File: src/hdl/ssl_pkg.sv
// Package for the servo slew limiter: action and register index codes,
// constants, and the angle saturate and shared clamp functions. No dependencies.
`timescale 1ns / 1ps

package ssl_pkg;

  typedef enum logic [1:0] {
    ACT_TICK      = 2'd0,
    ACT_RAMP_SET  = 2'd1,
    ACT_JUMP_SET  = 2'd2,
    ACT_STOP      = 2'd3
  } action_t;

  typedef enum logic [2:0] {
    REG_STEP_INTERVAL = 3'd0,
    REG_STEP_SIZE     = 3'd1,
    REG_AUTO_DETACH   = 3'd2,
    REG_DETACH_DELAY  = 3'd3,
    REG_LOW_LIMIT     = 3'd4,
    REG_HIGH_LIMIT    = 3'd5
  } reg_index_t;

  localparam int unsigned CFG_INDEX_W = 3;
  localparam int unsigned CFG_DATA_W  = 16;
  localparam int unsigned CNT_W       = 16;
  localparam int unsigned TENTHS_W    = 11;
  localparam int unsigned STEP_W      = 11;
  localparam int unsigned DEG_W       = 8;
  localparam int unsigned CMP_W       = 12;

  localparam logic [DEG_W-1:0]    DEG_FULL      = 8'd180;
  localparam logic [CMP_W-1:0]    CMP_BASE      = 12'd500;
  // Compare span 2000/180 = 100/9, done as a multiply by 100 * round(2^16 / 9).
  localparam logic [19:0]         CMP_SCALE     = 20'd728200;
  // Multiply by 3277 and shift by 15 gives an exact floor(x / 10) for 11-bit x.
  localparam logic [11:0]         DIV10_RECIP   = 12'd3277;
  localparam logic [TENTHS_W-1:0] RST_TENTHS    = 11'd900;
  localparam logic [DEG_W-1:0]    RST_DEG       = 8'd90;
  localparam logic [CMP_W-1:0]    RST_CMP       = 12'd1500;

  typedef struct packed {
    logic [CNT_W-1:0]  step_interval;
    logic [STEP_W-1:0] step_size;
    logic              auto_detach;
    logic [CNT_W-1:0]  detach_delay;
    logic [DEG_W-1:0]  low_limit;
    logic [DEG_W-1:0]  high_limit;
  } cfg_t;

  // Result of the state update stage, handed to the compare stage.
  typedef struct packed {
    logic             valid;
    logic             cmp_update;
    logic [DEG_W-1:0] cmp_deg;
    logic             pwm_on;
    logic [DEG_W-1:0] present;
    logic [DEG_W-1:0] goal;
    logic             moving;
  } mid_t;

  function automatic logic [DEG_W-1:0] sat_deg(input logic [DEG_W-1:0] v);
    return (v > DEG_FULL) ? DEG_FULL : v;
  endfunction

  // The low test wins when the limits cross.
  function automatic logic [DEG_W-1:0] clamp_angle(input logic [DEG_W-1:0] a,
                                                   input logic [DEG_W-1:0] lo_raw,
                                                   input logic [DEG_W-1:0] hi_raw);
    logic [DEG_W-1:0] lo;
    logic [DEG_W-1:0] hi;
    lo = sat_deg(lo_raw);
    hi = sat_deg(hi_raw);
    if (a < lo) begin
      return lo;
    end else if (a > hi) begin
      return hi;
    end
    return a;
  endfunction

endpackage

File: src/hdl/ssl_core.sv
// State update stage of the servo slew limiter: angle, target, elapsed counters
// and PWM enable. Depends on ssl_pkg.
`timescale 1ns / 1ps

module ssl_core (
  input  logic                        clk,
  input  logic                        rst_n,
  input  logic                        en,
  input  logic                        item_valid,
  input  ssl_pkg::action_t            item_action,
  input  logic [ssl_pkg::DEG_W-1:0]   item_angle,
  input  ssl_pkg::cfg_t               cfg,
  output ssl_pkg::mid_t               mid
);

  logic [ssl_pkg::TENTHS_W-1:0] tenths_r, tenths_nxt;
  logic [ssl_pkg::DEG_W-1:0]    present_r, present_nxt;
  logic [ssl_pkg::DEG_W-1:0]    target_r, target_nxt;
  logic [ssl_pkg::CNT_W-1:0]    since_step_r, since_step_nxt;
  logic [ssl_pkg::CNT_W-1:0]    since_move_r, since_move_nxt;
  logic                         pwm_r, pwm_nxt;
  ssl_pkg::mid_t                mid_r, mid_nxt;

  logic [ssl_pkg::CNT_W-1:0]    interval;
  logic [ssl_pkg::STEP_W-1:0]   stepsz;
  logic [ssl_pkg::CNT_W-1:0]    ss_inc, sm_inc;
  logic [ssl_pkg::TENTHS_W-1:0] goal_tenths;
  logic [ssl_pkg::TENTHS_W:0]   up_sum;
  logic [ssl_pkg::TENTHS_W-1:0] down_diff;
  logic [ssl_pkg::TENTHS_W-1:0] stepped;
  logic [22:0]                  div_prod;
  logic [ssl_pkg::DEG_W-1:0]    stepped_deg;
  logic [ssl_pkg::DEG_W-1:0]    req_clamped;
  logic                         do_step;

  function automatic logic [22:0] tenths_w_ext(input logic [ssl_pkg::TENTHS_W-1:0] v);
    return {12'd0, v};
  endfunction

  always_comb begin
    interval = (cfg.step_interval == '0) ? ssl_pkg::CNT_W'(1) : cfg.step_interval;
    stepsz   = (cfg.step_size == '0) ? ssl_pkg::STEP_W'(1) : cfg.step_size;
    ss_inc   = (since_step_r == '1) ? since_step_r : since_step_r + 1'b1;
    sm_inc   = (since_move_r == '1) ? since_move_r : since_move_r + 1'b1;

    goal_tenths = {target_r, 3'b000} + {2'b00, target_r, 1'b0};
    up_sum      = {1'b0, tenths_r} + {1'b0, stepsz};
    down_diff   = tenths_r - goal_tenths;
    if (tenths_r < goal_tenths) begin
      stepped = (up_sum > {1'b0, goal_tenths}) ? goal_tenths
                                               : up_sum[ssl_pkg::TENTHS_W-1:0];
    end else begin
      stepped = (down_diff > stepsz) ? tenths_r - stepsz : goal_tenths;
    end
    div_prod    = tenths_w_ext(stepped) * {11'd0, ssl_pkg::DIV10_RECIP};
    stepped_deg = div_prod[22:15];

    req_clamped = ssl_pkg::clamp_angle(item_angle, cfg.low_limit, cfg.high_limit);
    do_step     = (present_r != target_r) && (ss_inc >= interval);
  end

  always_comb begin
    tenths_nxt     = tenths_r;
    present_nxt    = present_r;
    target_nxt     = target_r;
    since_step_nxt = since_step_r;
    since_move_nxt = since_move_r;
    pwm_nxt        = pwm_r;
    mid_nxt        = '0;
    mid_nxt.cmp_deg = present_r;

    if (item_valid) begin
      unique case (item_action)
        ssl_pkg::ACT_TICK: begin
          since_step_nxt = ss_inc;
          since_move_nxt = sm_inc;
          if (present_r != target_r) begin
            if (do_step) begin
              since_step_nxt     = '0;
              since_move_nxt     = '0;
              pwm_nxt            = 1'b1;
              tenths_nxt         = stepped;
              present_nxt        = stepped_deg;
              mid_nxt.cmp_update = 1'b1;
              mid_nxt.cmp_deg    = stepped_deg;
            end
          end else if (cfg.auto_detach && pwm_r && (sm_inc >= cfg.detach_delay)) begin
            pwm_nxt = 1'b0;
          end
        end
        ssl_pkg::ACT_RAMP_SET: begin
          target_nxt     = req_clamped;
          since_move_nxt = '0;
          pwm_nxt        = 1'b1;
        end
        ssl_pkg::ACT_JUMP_SET: begin
          target_nxt         = req_clamped;
          since_move_nxt     = '0;
          pwm_nxt            = 1'b1;
          tenths_nxt         = {req_clamped, 3'b000} + {2'b00, req_clamped, 1'b0};
          present_nxt        = req_clamped;
          mid_nxt.cmp_update = 1'b1;
          mid_nxt.cmp_deg    = req_clamped;
        end
        ssl_pkg::ACT_STOP: begin
          pwm_nxt = 1'b0;
        end
        default: begin
          pwm_nxt = pwm_r;
        end
      endcase
    end

    mid_nxt.valid   = item_valid;
    mid_nxt.pwm_on  = pwm_nxt;
    mid_nxt.present = present_nxt;
    mid_nxt.goal    = target_nxt;
    mid_nxt.moving  = (present_nxt != target_nxt);
  end

  always_ff @(posedge clk) begin
    if (!rst_n) begin
      tenths_r     <= ssl_pkg::RST_TENTHS;
      present_r    <= ssl_pkg::RST_DEG;
      target_r     <= ssl_pkg::RST_DEG;
      since_step_r <= '0;
      since_move_r <= '0;
      pwm_r        <= 1'b1;
      mid_r        <= '0;
    end else if (en) begin
      tenths_r     <= tenths_nxt;
      present_r    <= present_nxt;
      target_r     <= target_nxt;
      since_step_r <= since_step_nxt;
      since_move_r <= since_move_nxt;
      pwm_r        <= pwm_nxt;
      mid_r        <= mid_nxt;
    end
  end

  assign mid = mid_r;

endmodule

File: src/hdl/ssl_cmp.sv
// Compare stage of the servo slew limiter: holds the PWM compare value and the
// result register. Depends on ssl_pkg.
`timescale 1ns / 1ps

module ssl_cmp (
  input  logic                       clk,
  input  logic                       rst_n,
  input  logic                       en,
  input  ssl_pkg::mid_t              mid,
  input  ssl_pkg::cfg_t              cfg,
  output logic                       out_valid,
  output logic [ssl_pkg::CMP_W-1:0]  out_pulse_compare,
  output logic                       out_output_enabled,
  output logic [ssl_pkg::DEG_W-1:0]  out_present_angle,
  output logic [ssl_pkg::DEG_W-1:0]  out_goal_angle,
  output logic                       out_in_motion
);

  logic [ssl_pkg::CMP_W-1:0] compare_r, compare_nxt;
  logic                      valid_r;
  logic                      pwm_r;
  logic [ssl_pkg::DEG_W-1:0] present_r;
  logic [ssl_pkg::DEG_W-1:0] goal_r;
  logic                      moving_r;

  logic [ssl_pkg::DEG_W-1:0] a;
  logic [27:0]               span_prod;

  always_comb begin
    a           = ssl_pkg::clamp_angle(mid.cmp_deg, cfg.low_limit, cfg.high_limit);
    span_prod   = {20'd0, a} * {8'd0, ssl_pkg::CMP_SCALE};
    compare_nxt = compare_r;
    if (mid.valid && mid.cmp_update) begin
      compare_nxt = ssl_pkg::CMP_BASE + span_prod[27:16];
    end
  end

  always_ff @(posedge clk) begin
    if (!rst_n) begin
      compare_r <= ssl_pkg::RST_CMP;
      valid_r   <= 1'b0;
    end else if (en) begin
      compare_r <= compare_nxt;
      valid_r   <= mid.valid;
    end
  end

  always_ff @(posedge clk) begin
    if (en) begin
      pwm_r     <= mid.pwm_on;
      present_r <= mid.present;
      goal_r    <= mid.goal;
      moving_r  <= mid.moving;
    end
  end

  assign out_valid          = valid_r;
  assign out_pulse_compare  = compare_r;
  assign out_output_enabled = pwm_r;
  assign out_present_angle  = present_r;
  assign out_goal_angle     = goal_r;
  assign out_in_motion      = moving_r;

endmodule

File: src/hdl/servo_slew_limiter_auto_detach.sv
// Top level of the servo slew limiter with auto detach: input register,
// configuration registers and the two processing stages. Depends on ssl_pkg,
// ssl_core and ssl_cmp.
`timescale 1ns / 1ps

//  Channel   Direction  Handshake             Payload
//  in_       input      in_valid / in_stall   in_action, in_angle
//  out_      output     out_valid / out_stall pulse_compare, output_enabled,
//                                             present_angle, goal_angle, in_motion
//  cfg_      input      cfg_we                cfg_index, cfg_data
//
//  One transaction per cycle is sustained while the result channel does not
//  stall. The pipeline is the input register, the state update stage and
//  the compare stage with the result register. A stall on the result
//  channel freezes all three stages together and is passed back to in_stall
//  while the input register holds a transaction. Reset is synchronous and
//  active low; it returns the valid flags, servo state, compare value and
//  configuration to their defaults, but not the other payload registers.

module servo_slew_limiter_auto_detach (
  input  logic                             clk,
  input  logic                             rst_n,
  input  logic                             in_valid,
  output logic                             in_stall,
  input  logic [1:0]                       in_action,
  input  logic [ssl_pkg::DEG_W-1:0]        in_angle,
  output logic                             out_valid,
  input  logic                             out_stall,
  output logic [ssl_pkg::CMP_W-1:0]        out_pulse_compare,
  output logic                             out_output_enabled,
  output logic [ssl_pkg::DEG_W-1:0]        out_present_angle,
  output logic [ssl_pkg::DEG_W-1:0]        out_goal_angle,
  output logic                             out_in_motion,
  input  logic                             cfg_we,
  input  logic [ssl_pkg::CFG_INDEX_W-1:0]  cfg_index,
  input  logic [ssl_pkg::CFG_DATA_W-1:0]   cfg_data
);

  // The whole pipeline moves when the result register is empty or being taken.
  logic en;

  logic                      in_valid_r;
  ssl_pkg::action_t          in_action_r;
  logic [ssl_pkg::DEG_W-1:0] in_angle_r;
  logic                      in_take;

  ssl_pkg::cfg_t cfg_r;
  ssl_pkg::mid_t mid;

  assign en       = !out_valid || !out_stall;
  assign in_stall = in_valid_r && !en;
  assign in_take  = in_valid && !in_stall;

  // Input register. It loads a new transaction whenever it is empty or its
  // current content moves on to the state update stage.
  always_ff @(posedge clk) begin
    if (!rst_n) begin
      in_valid_r <= 1'b0;
    end else if (en || !in_valid_r) begin
      in_valid_r <= in_take;
    end
  end

  always_ff @(posedge clk) begin
    if (in_take) begin
      in_action_r <= ssl_pkg::action_t'(in_action);
      in_angle_r  <= in_angle;
    end
  end

  // Configuration registers. Writes to an unused index are dropped.
  always_ff @(posedge clk) begin
    if (!rst_n) begin
      cfg_r.step_interval <= 16'd3;
      cfg_r.step_size     <= 11'd20;
      cfg_r.auto_detach   <= 1'b1;
      cfg_r.detach_delay  <= 16'd500;
      cfg_r.low_limit     <= 8'd0;
      cfg_r.high_limit    <= ssl_pkg::DEG_FULL;
    end else if (cfg_we) begin
      unique case (cfg_index)
        ssl_pkg::REG_STEP_INTERVAL: cfg_r.step_interval <= cfg_data;
        ssl_pkg::REG_STEP_SIZE:     cfg_r.step_size     <= cfg_data[ssl_pkg::STEP_W-1:0];
        ssl_pkg::REG_AUTO_DETACH:   cfg_r.auto_detach   <= cfg_data[0];
        ssl_pkg::REG_DETACH_DELAY:  cfg_r.detach_delay  <= cfg_data;
        ssl_pkg::REG_LOW_LIMIT:     cfg_r.low_limit     <= cfg_data[ssl_pkg::DEG_W-1:0];
        ssl_pkg::REG_HIGH_LIMIT:    cfg_r.high_limit    <= cfg_data[ssl_pkg::DEG_W-1:0];
        default: begin
        end
      endcase
    end
  end

  // State update: slewing, counters and PWM enable. The compare value is
  // recomputed one stage later from the angle that this stage settles on.
  ssl_core u_core (
    .clk         (clk),
    .rst_n       (rst_n),
    .en          (en),
    .item_valid  (in_valid_r),
    .item_action (in_action_r),
    .item_angle  (in_angle_r),
    .cfg         (cfg_r),
    .mid         (mid)
  );

  ssl_cmp u_cmp (
    .clk                (clk),
    .rst_n              (rst_n),
    .en                 (en),
    .mid                (mid),
    .cfg                (cfg_r),
    .out_valid          (out_valid),
    .out_pulse_compare  (out_pulse_compare),
    .out_output_enabled (out_output_enabled),
    .out_present_angle  (out_present_angle),
    .out_goal_angle     (out_goal_angle),
    .out_in_motion      (out_in_motion)
  );

endmodule

File: config.mk
export PLATFORM = sky130hd
export DESIGN_NAME = servo_slew_limiter_auto_detach
export DESIGN_NICKNAME = d
export VERILOG_FILES = /design/src/hdl/ssl_pkg.sv /design/src/hdl/ssl_core.sv /design/src/hdl/ssl_cmp.sv /design/src/hdl/servo_slew_limiter_auto_detach.sv
export SDC_FILE = /design/constraint.sdc
export NUM_CORES = 1
export LEC_CHECK = 0
export BUFFER_PORTS_ARGS = -buffer_cell sky130_fd_sc_hd__buf_4
export CAP_MARGIN = 20
export CORE_UTILIZATION = 35
export CTS_CLUSTER_SIZE = 30
export DETAILED_ROUTE_END_ITERATION = 8
export PLACE_DENSITY_LB_ADDON = 0.12
export SETUP_SLACK_MARGIN = 0.05
export SLEW_MARGIN = 10
export SYNTH_ARGS = -nofsm -noshare
export SYNTH_HDL_FRONTEND = slang
export SYNTH_SLANG_ARGS = --single-unit
File: constraint.sdc
create_clock -name clk -period 12.9 [get_ports clk]
set_input_delay 1.29 -clock clk [delete_from_list [all_inputs] [get_ports clk]]
set_output_delay 1.29 -clock clk [all_outputs]
set_load 0.01 [all_outputs]
# == Word level (Yosys, flattened, before mapping) ==
# Cells that the tools add are included.
# op_classes
n_eq_ne,14
n_reduce_logical,30
add_sub_neg,8
mux,42
n_mul,2
order_cmp,11
# ops
cell,count
16-bit two-way mux,7
8-bit two-way mux,13
11-bit two-way mux,6
"16-bit by 1-bit adder with 16-bit output, second input constant",2
"16-bit == test, second input constant",2
16-bit >= comparator,2
16-bit one-hot mux with 2 select lines,1
9-bit two-way mux,3
"8-bit by 17-bit multiplier with 25-bit output, second input constant",1
"11-bit by 12-bit multiplier with 23-bit output, second input constant",1
11-bit by 9-bit adder with 11-bit output,2
11-bit one-hot mux with 2 select lines,1
11-bit subtractor,2
9-bit one-hot mux with 2 select lines,1
8-bit > comparator,2
"8-bit > comparator, second input constant",2
16-bit logical NOT,1
8-bit less-than comparator,2
8-bit != test,2
8-bit one-hot mux with 2 select lines,1
2-bit AND reduction,7
11-bit by 11-bit adder with 12-bit output,1
"9-bit by 12-bit adder with 12-bit output, first input constant",1
12-bit by 11-bit > comparator with 1-bit output,1
other kinds (20),43
# word_totals
ff_bits,190
in_bits,34
out_inout_bits,32
elab_cells,135

# == Logic depth before layout (Yosys ltp) ==
# depth
ltp_word,12
depth_mapped,48
depth_no_buf,47

# == Modules after synthesis ==
# From an unflattened synthesis, not the netlist that was laid out.
# unflattened
cells_unflattened,2086
hier_area_um2,17294.1
# by_module_without_submodules
module,area_per_inst_um2,cells_each,seq_area_each_um2,instances
ssl_core,10787.8,1415,1441.4,1
ssl_cmp,3818.7,428,800.8,1
servo_slew_limiter_auto_detach,2687.6,243,1521.5,1

# == Worst setup path before layout ==
# No wires, ideal clock.
# synth_path
path_type,reg-to-reg
from,register cfg_r[34] (netlist name)
to,"register u_core.mid_r, in the netlist u_core.mid[0]"
period_less_slack_ns,9.265
path_buffers,1
setup_slack_ns,3.635
arrival_ns,9.125
path_stages_with_launch,48
required_time_ns,12.760
setup_time_ns,0.140
cell_sequence,dfxtp_1 -> nor4_1 -> a41o_1 -> ha_1 -> fa_1 -> a21o_1 -> a21oi_1 -> o21bai_1 -> a21oi_1 -> o21bai_1 -> a21o_1 -> a21oi_1 -> o21bai_1 -> xor2_1 -> ha_1 -> a211oi_1 -> nand2_1 -> a211oi_1 -> (+12 left out) -> fa_1 -> inv_1 -> fa_1 -> inv_1 -> ha_1 -> a21o_1 -> a21oi_1 -> o21ba_2 -> o21ai_0 -> a21o_1 -> a21oi_1 -> o21ai_0 -> a21oi_1 -> and2_1 -> nor3_1 -> a221oi_1 -> xnor2_1 -> a41oi_1
# synth_via
elab_chain_cells,12
elab_cells_between_ends,15
cone_classes,add/sub (2); mul (1); order compare (2); eq/ne (1); mux (8); reduce/logical (1)
# synth_rtl
item,line,text
start: declaration,servo_slew_limiter_auto_detach.sv:47,ssl_pkg::cfg_t cfg_r;
11-bit logical NOT,ssl_core.sv:42,stepsz = (cfg.step_size == '0) ? ssl_pkg::STEP_W'(1) : cfg.step_size;
11-bit two-way mux *,ssl_core.sv:42,
11-bit by 11-bit adder with 12-bit output,ssl_core.sv:47,"up_sum = {1'b0, tenths_r} + {1'b0, stepsz};"
12-bit by 11-bit > comparator with 1-bit output,ssl_core.sv:50,"stepped = (up_sum > {1'b0, goal_tenths}) ? goal_tenths"
11-bit two-way mux,ssl_core.sv:50,
11-bit two-way mux *,ssl_core.sv:49,if (tenths_r < goal_tenths) begin
11-bit by 12-bit multiplier with 23-bit output *,ssl_core.sv:55,"div_prod = tenths_w_ext(stepped) * {11'd0, ssl_pkg::DIV10_RECIP};"
8-bit two-way mux *,ssl_core.sv:78,if (do_step) begin
8-bit two-way mux *,ssl_core.sv:77,if (present_r != target_r) begin
8-bit one-hot mux with 2 select lines *,ssl_core.sv:73,unique case (item_action)
8-bit two-way mux *,ssl_core.sv:72,if (item_valid) begin
8-bit != test *,ssl_core.sv:118,mid_nxt.moving = (present_nxt != target_nxt);
end signal: assignment,ssl_core.sv:137,mid_r <= mid_nxt;
end: declaration,ssl_core.sv:22,"ssl_pkg::mid_t mid_r, mid_nxt;"
# Mark *: on every way between the ends. The rest lies on a longest branch, timed or not.
# A chain may end at the register's enable or synchronous reset.

# == Worst setup path in the final report ==
# Same ends and word-level chain as after synthesis.

==> impl_results.md <==
* Placed insts at 2592
* Top Family by Delay on Critical Path: compound AO/OA/AOI/OAI gates
* Horiz. Die Dim at 218 µm
* Post-route setup TNS at 0 ps
* Crit path max fanout at 9
* Tcrit/Tclk final at 84.0%
* WP depth at 46
* Sequential area share after synthesis at 23.1%
* WL/cell at 18.4 µm
* Final Hold Vio Count at 0
* Layout area overhead at 10.3%
* Maxcap violations at 0
* Commonest non-fill, non-tap cell in the layout: ha_1
* YS warnings at 0
* Vias in the first global route at 13.7k
* Synthesized area per cell at 8.19 µm²
* Post-synth EDFFs at 28
* Die Y at 218 µm
* Clock Sinks at 174
* Final setup vio count at 0
* Async set-reset flop share out of synthesis at 0%
* Syn Inst Count at 1985
* Worst path buffer plus inverter count at 5
* Starting DRT DRC Count at 889
* Post-synth top area cell: ha_1
* Vias at 13.9k
* CP dominant cell by count: a21oi_1
* Hold depth at 0
* Crit path required time at 13250 ps
* Post-synthesis cell type count at 87
* Final WS setup at 2070 ps
* Reg clk slew, reported paths at 80 ps
* TritonCTS buffer count at 17
* Filler cells at 4686
* Mapped Area at 0.0163 mm²
* Layout Skew at 15.2 ps
* Crit path DAT at 11180 ps
* First-pass GRT wire length at 76800 µm
* Ys flop type: dfxtp_1
* Crit Path Class: register to register
* ANT nets after route at 0
* Most frequent cells in the layout: ha_1, nand2_1, inv_1, a21oi_1, nor2_1
* Share of cells above drive strength 1 at 7.65%
* GRT Overall Usage at 21.0%
* Max incr delay on CP at 650 ps
* Clk root buf: clkbuf_16
* Hold_buf cts at 0
* # nets final at 2359
* Drt pass-1 iters at 5
* # Post-CTS Setup Buffers at 0
* CTS tree: yes
* Worst-Skew Late Latency at 490 ps
* Pin count of the biggest net entering global routing at 84
* Max Freq at 92.3 MHz
* FF-to-FF path depth at 46
* IO Count at 66
* Min-Delay Path Class: register to register
* Initial core utilization at 35.7%
* Fin crit period at 10830 ps
* Die ar. at 0.0473 mm²
* GRT overflow at 0
* ANT cells at 0
* Placed wire-length estimate at 37900 µm
* Yosys reg bits at 174
* GPL Wtd Cong at 0.931
* CP startpoint kind: register
* Worst slack at placement at 2240 ps
* Routed wire length at 48200 µm
* RSZ-0062 raised after global routing: false
* Post-synth top area share at 19.6%
* Crit. End Element: register
* Site Rows at 78
* Slew @ Worst Pin at 1060 ps
* Synth top area cells: ha_1, dfxtp_1, fa_1
* Finished Layout Cells at 2626
* Bufs on Longest Clock Path at 2
* Relative slew slack at 29.1%
* Initial antenna violation count at 0
* Port-buffer cells at 65
* Max-slew violations at 0
* Status: completed
* Slowest-stage cell, CP: a221oi_1
* # resized after CTS at 0
* Syn_nets at 2331
* CTS H-tree depth at 4
* # DRC at 0
* Via density at 5.28
* Core area at 0.0456 mm²
* R2R Setup Slk at 2070 ps
-- worst reg2reg max path: cells and delay by family (launching register included) --
family | cells | cell delay, ps
buffers and inverters | 5 | 430
DFF | 1 | 430
xor gates and xnor gates | 2 | 330
adders and majority gates | 9 | 3440
and+or+nand+nor | 6 | 870
AOI/OAI and AO/OA | 24 | 5230
-- synth_stat cells, types with 4 or more instances --
library cell / number
mux2i_1: 35
o211ai_1: 28
a211o_1: 6
dfxtp_1: 146
o21ai_0: 88
a221oi_1: 5
nor4_1: 12
inv_1: 213
o21bai_1: 9
clkbuf_1: 63
mux2_2: 8
nor2b_1: 24
nand2_1: 234
or3_1: 6
nand3b_1: 4
o21ai_1: 4
a22oi_1: 26
nand2b_1: 17
ha_1: 255
nand4_1: 19
nor3_1: 30
a21oi_1: 163
fa_1: 57
edfxtp_1: 28
a211oi_1: 15
xnor2_1: 66
nand3_1: 53
and3_1: 14
or2_2: 5
nor2_1: 160
and2_1: 13
a21o_1: 52
o21a_1: 23
xor2_1: 21
o31ai_1: 6
-- sequential cells by signal (all words and copies together), names as in the netlist, 8 cells and up --
register / flops
u_cmp.out_goal_angle: 8
u_core.since_move_r: 16
u_cmp.out_present_angle: 8
u_core.since_step_r: 16
u_core.tenths_r: 11
u_cmp.out_pulse_compare: 12
in_angle_r: 8
cfg_r: 60
u_core.mid: 20
-- path summary, 6_finish.rpt --
path | from | endpoint
worst max-delay path | cfg_r[34] | u_core.mid[0]
worst min-delay path | u_core.mid[2] | u_cmp.out_goal_angle[1]
worst max register to register | cfg_r[34] | u_core.mid[0]
worst min register to register | u_core.mid[2] | u_cmp.out_goal_angle[1]
-- metal layers --
layer | global-route usage [%] | share of wire (%) | up-vias
li1 | - | - | 6943
met1 | 28.5 | 48 | 6554
met2 | 33.7 | 45 | 312
met3 | 3.53 | 4.6 | 64
met4 | 7.04 | 2.3 | 0
met5 | 0 | 0 | -
-- cell type report --
class | instances | area [µm²] | area share [%]
clock buffer | 17 | 425 | 2.37
clock inverter | 15 | 169 | 0.941
inverter | 217 | 816 | 4.55
multi-input combinational | 1524 | 11400 | 63.7
sequential | 174 | 3760 | 21.0
tap | 600 | 751 | 4.18
timing repair buffer | 79 | 597 | 3.33
-- through the flow --
stage | utilization (%) | hold slack [ps] | cell area [µm²]
floorplan | - | 403 | 16300
global placement | 38.0 | 410 | 17300
detailed placement | 38.0 | 412 | 17300
CTS | 39.3 | 431 | 17900
global route | 39.4 | 451 | 17900
finish | 39.4 | 431 | 17900
-- cell families after synthesis --
| logic type | after synthesis | synth area share [%] |
|---|---|---|
| AO/OA/AOI/OAI | 477 | 19.3 |
| flip-flops | 174 | 23.1 |
| buffers and inverters | 287 | 6.69 |
| AND/OR/NAND/NOR | 605 | 16.9 |
| XOR/XNOR | 87 | 4.68 |
| adder cells (fa/ha/maj) | 312 | 26.6 |
| multiplexers | 43 | 2.71 |
Power is left out: the tool's default activity adds up to more than one toggle a clock period on the data nets, which glitch-free logic cannot reach.
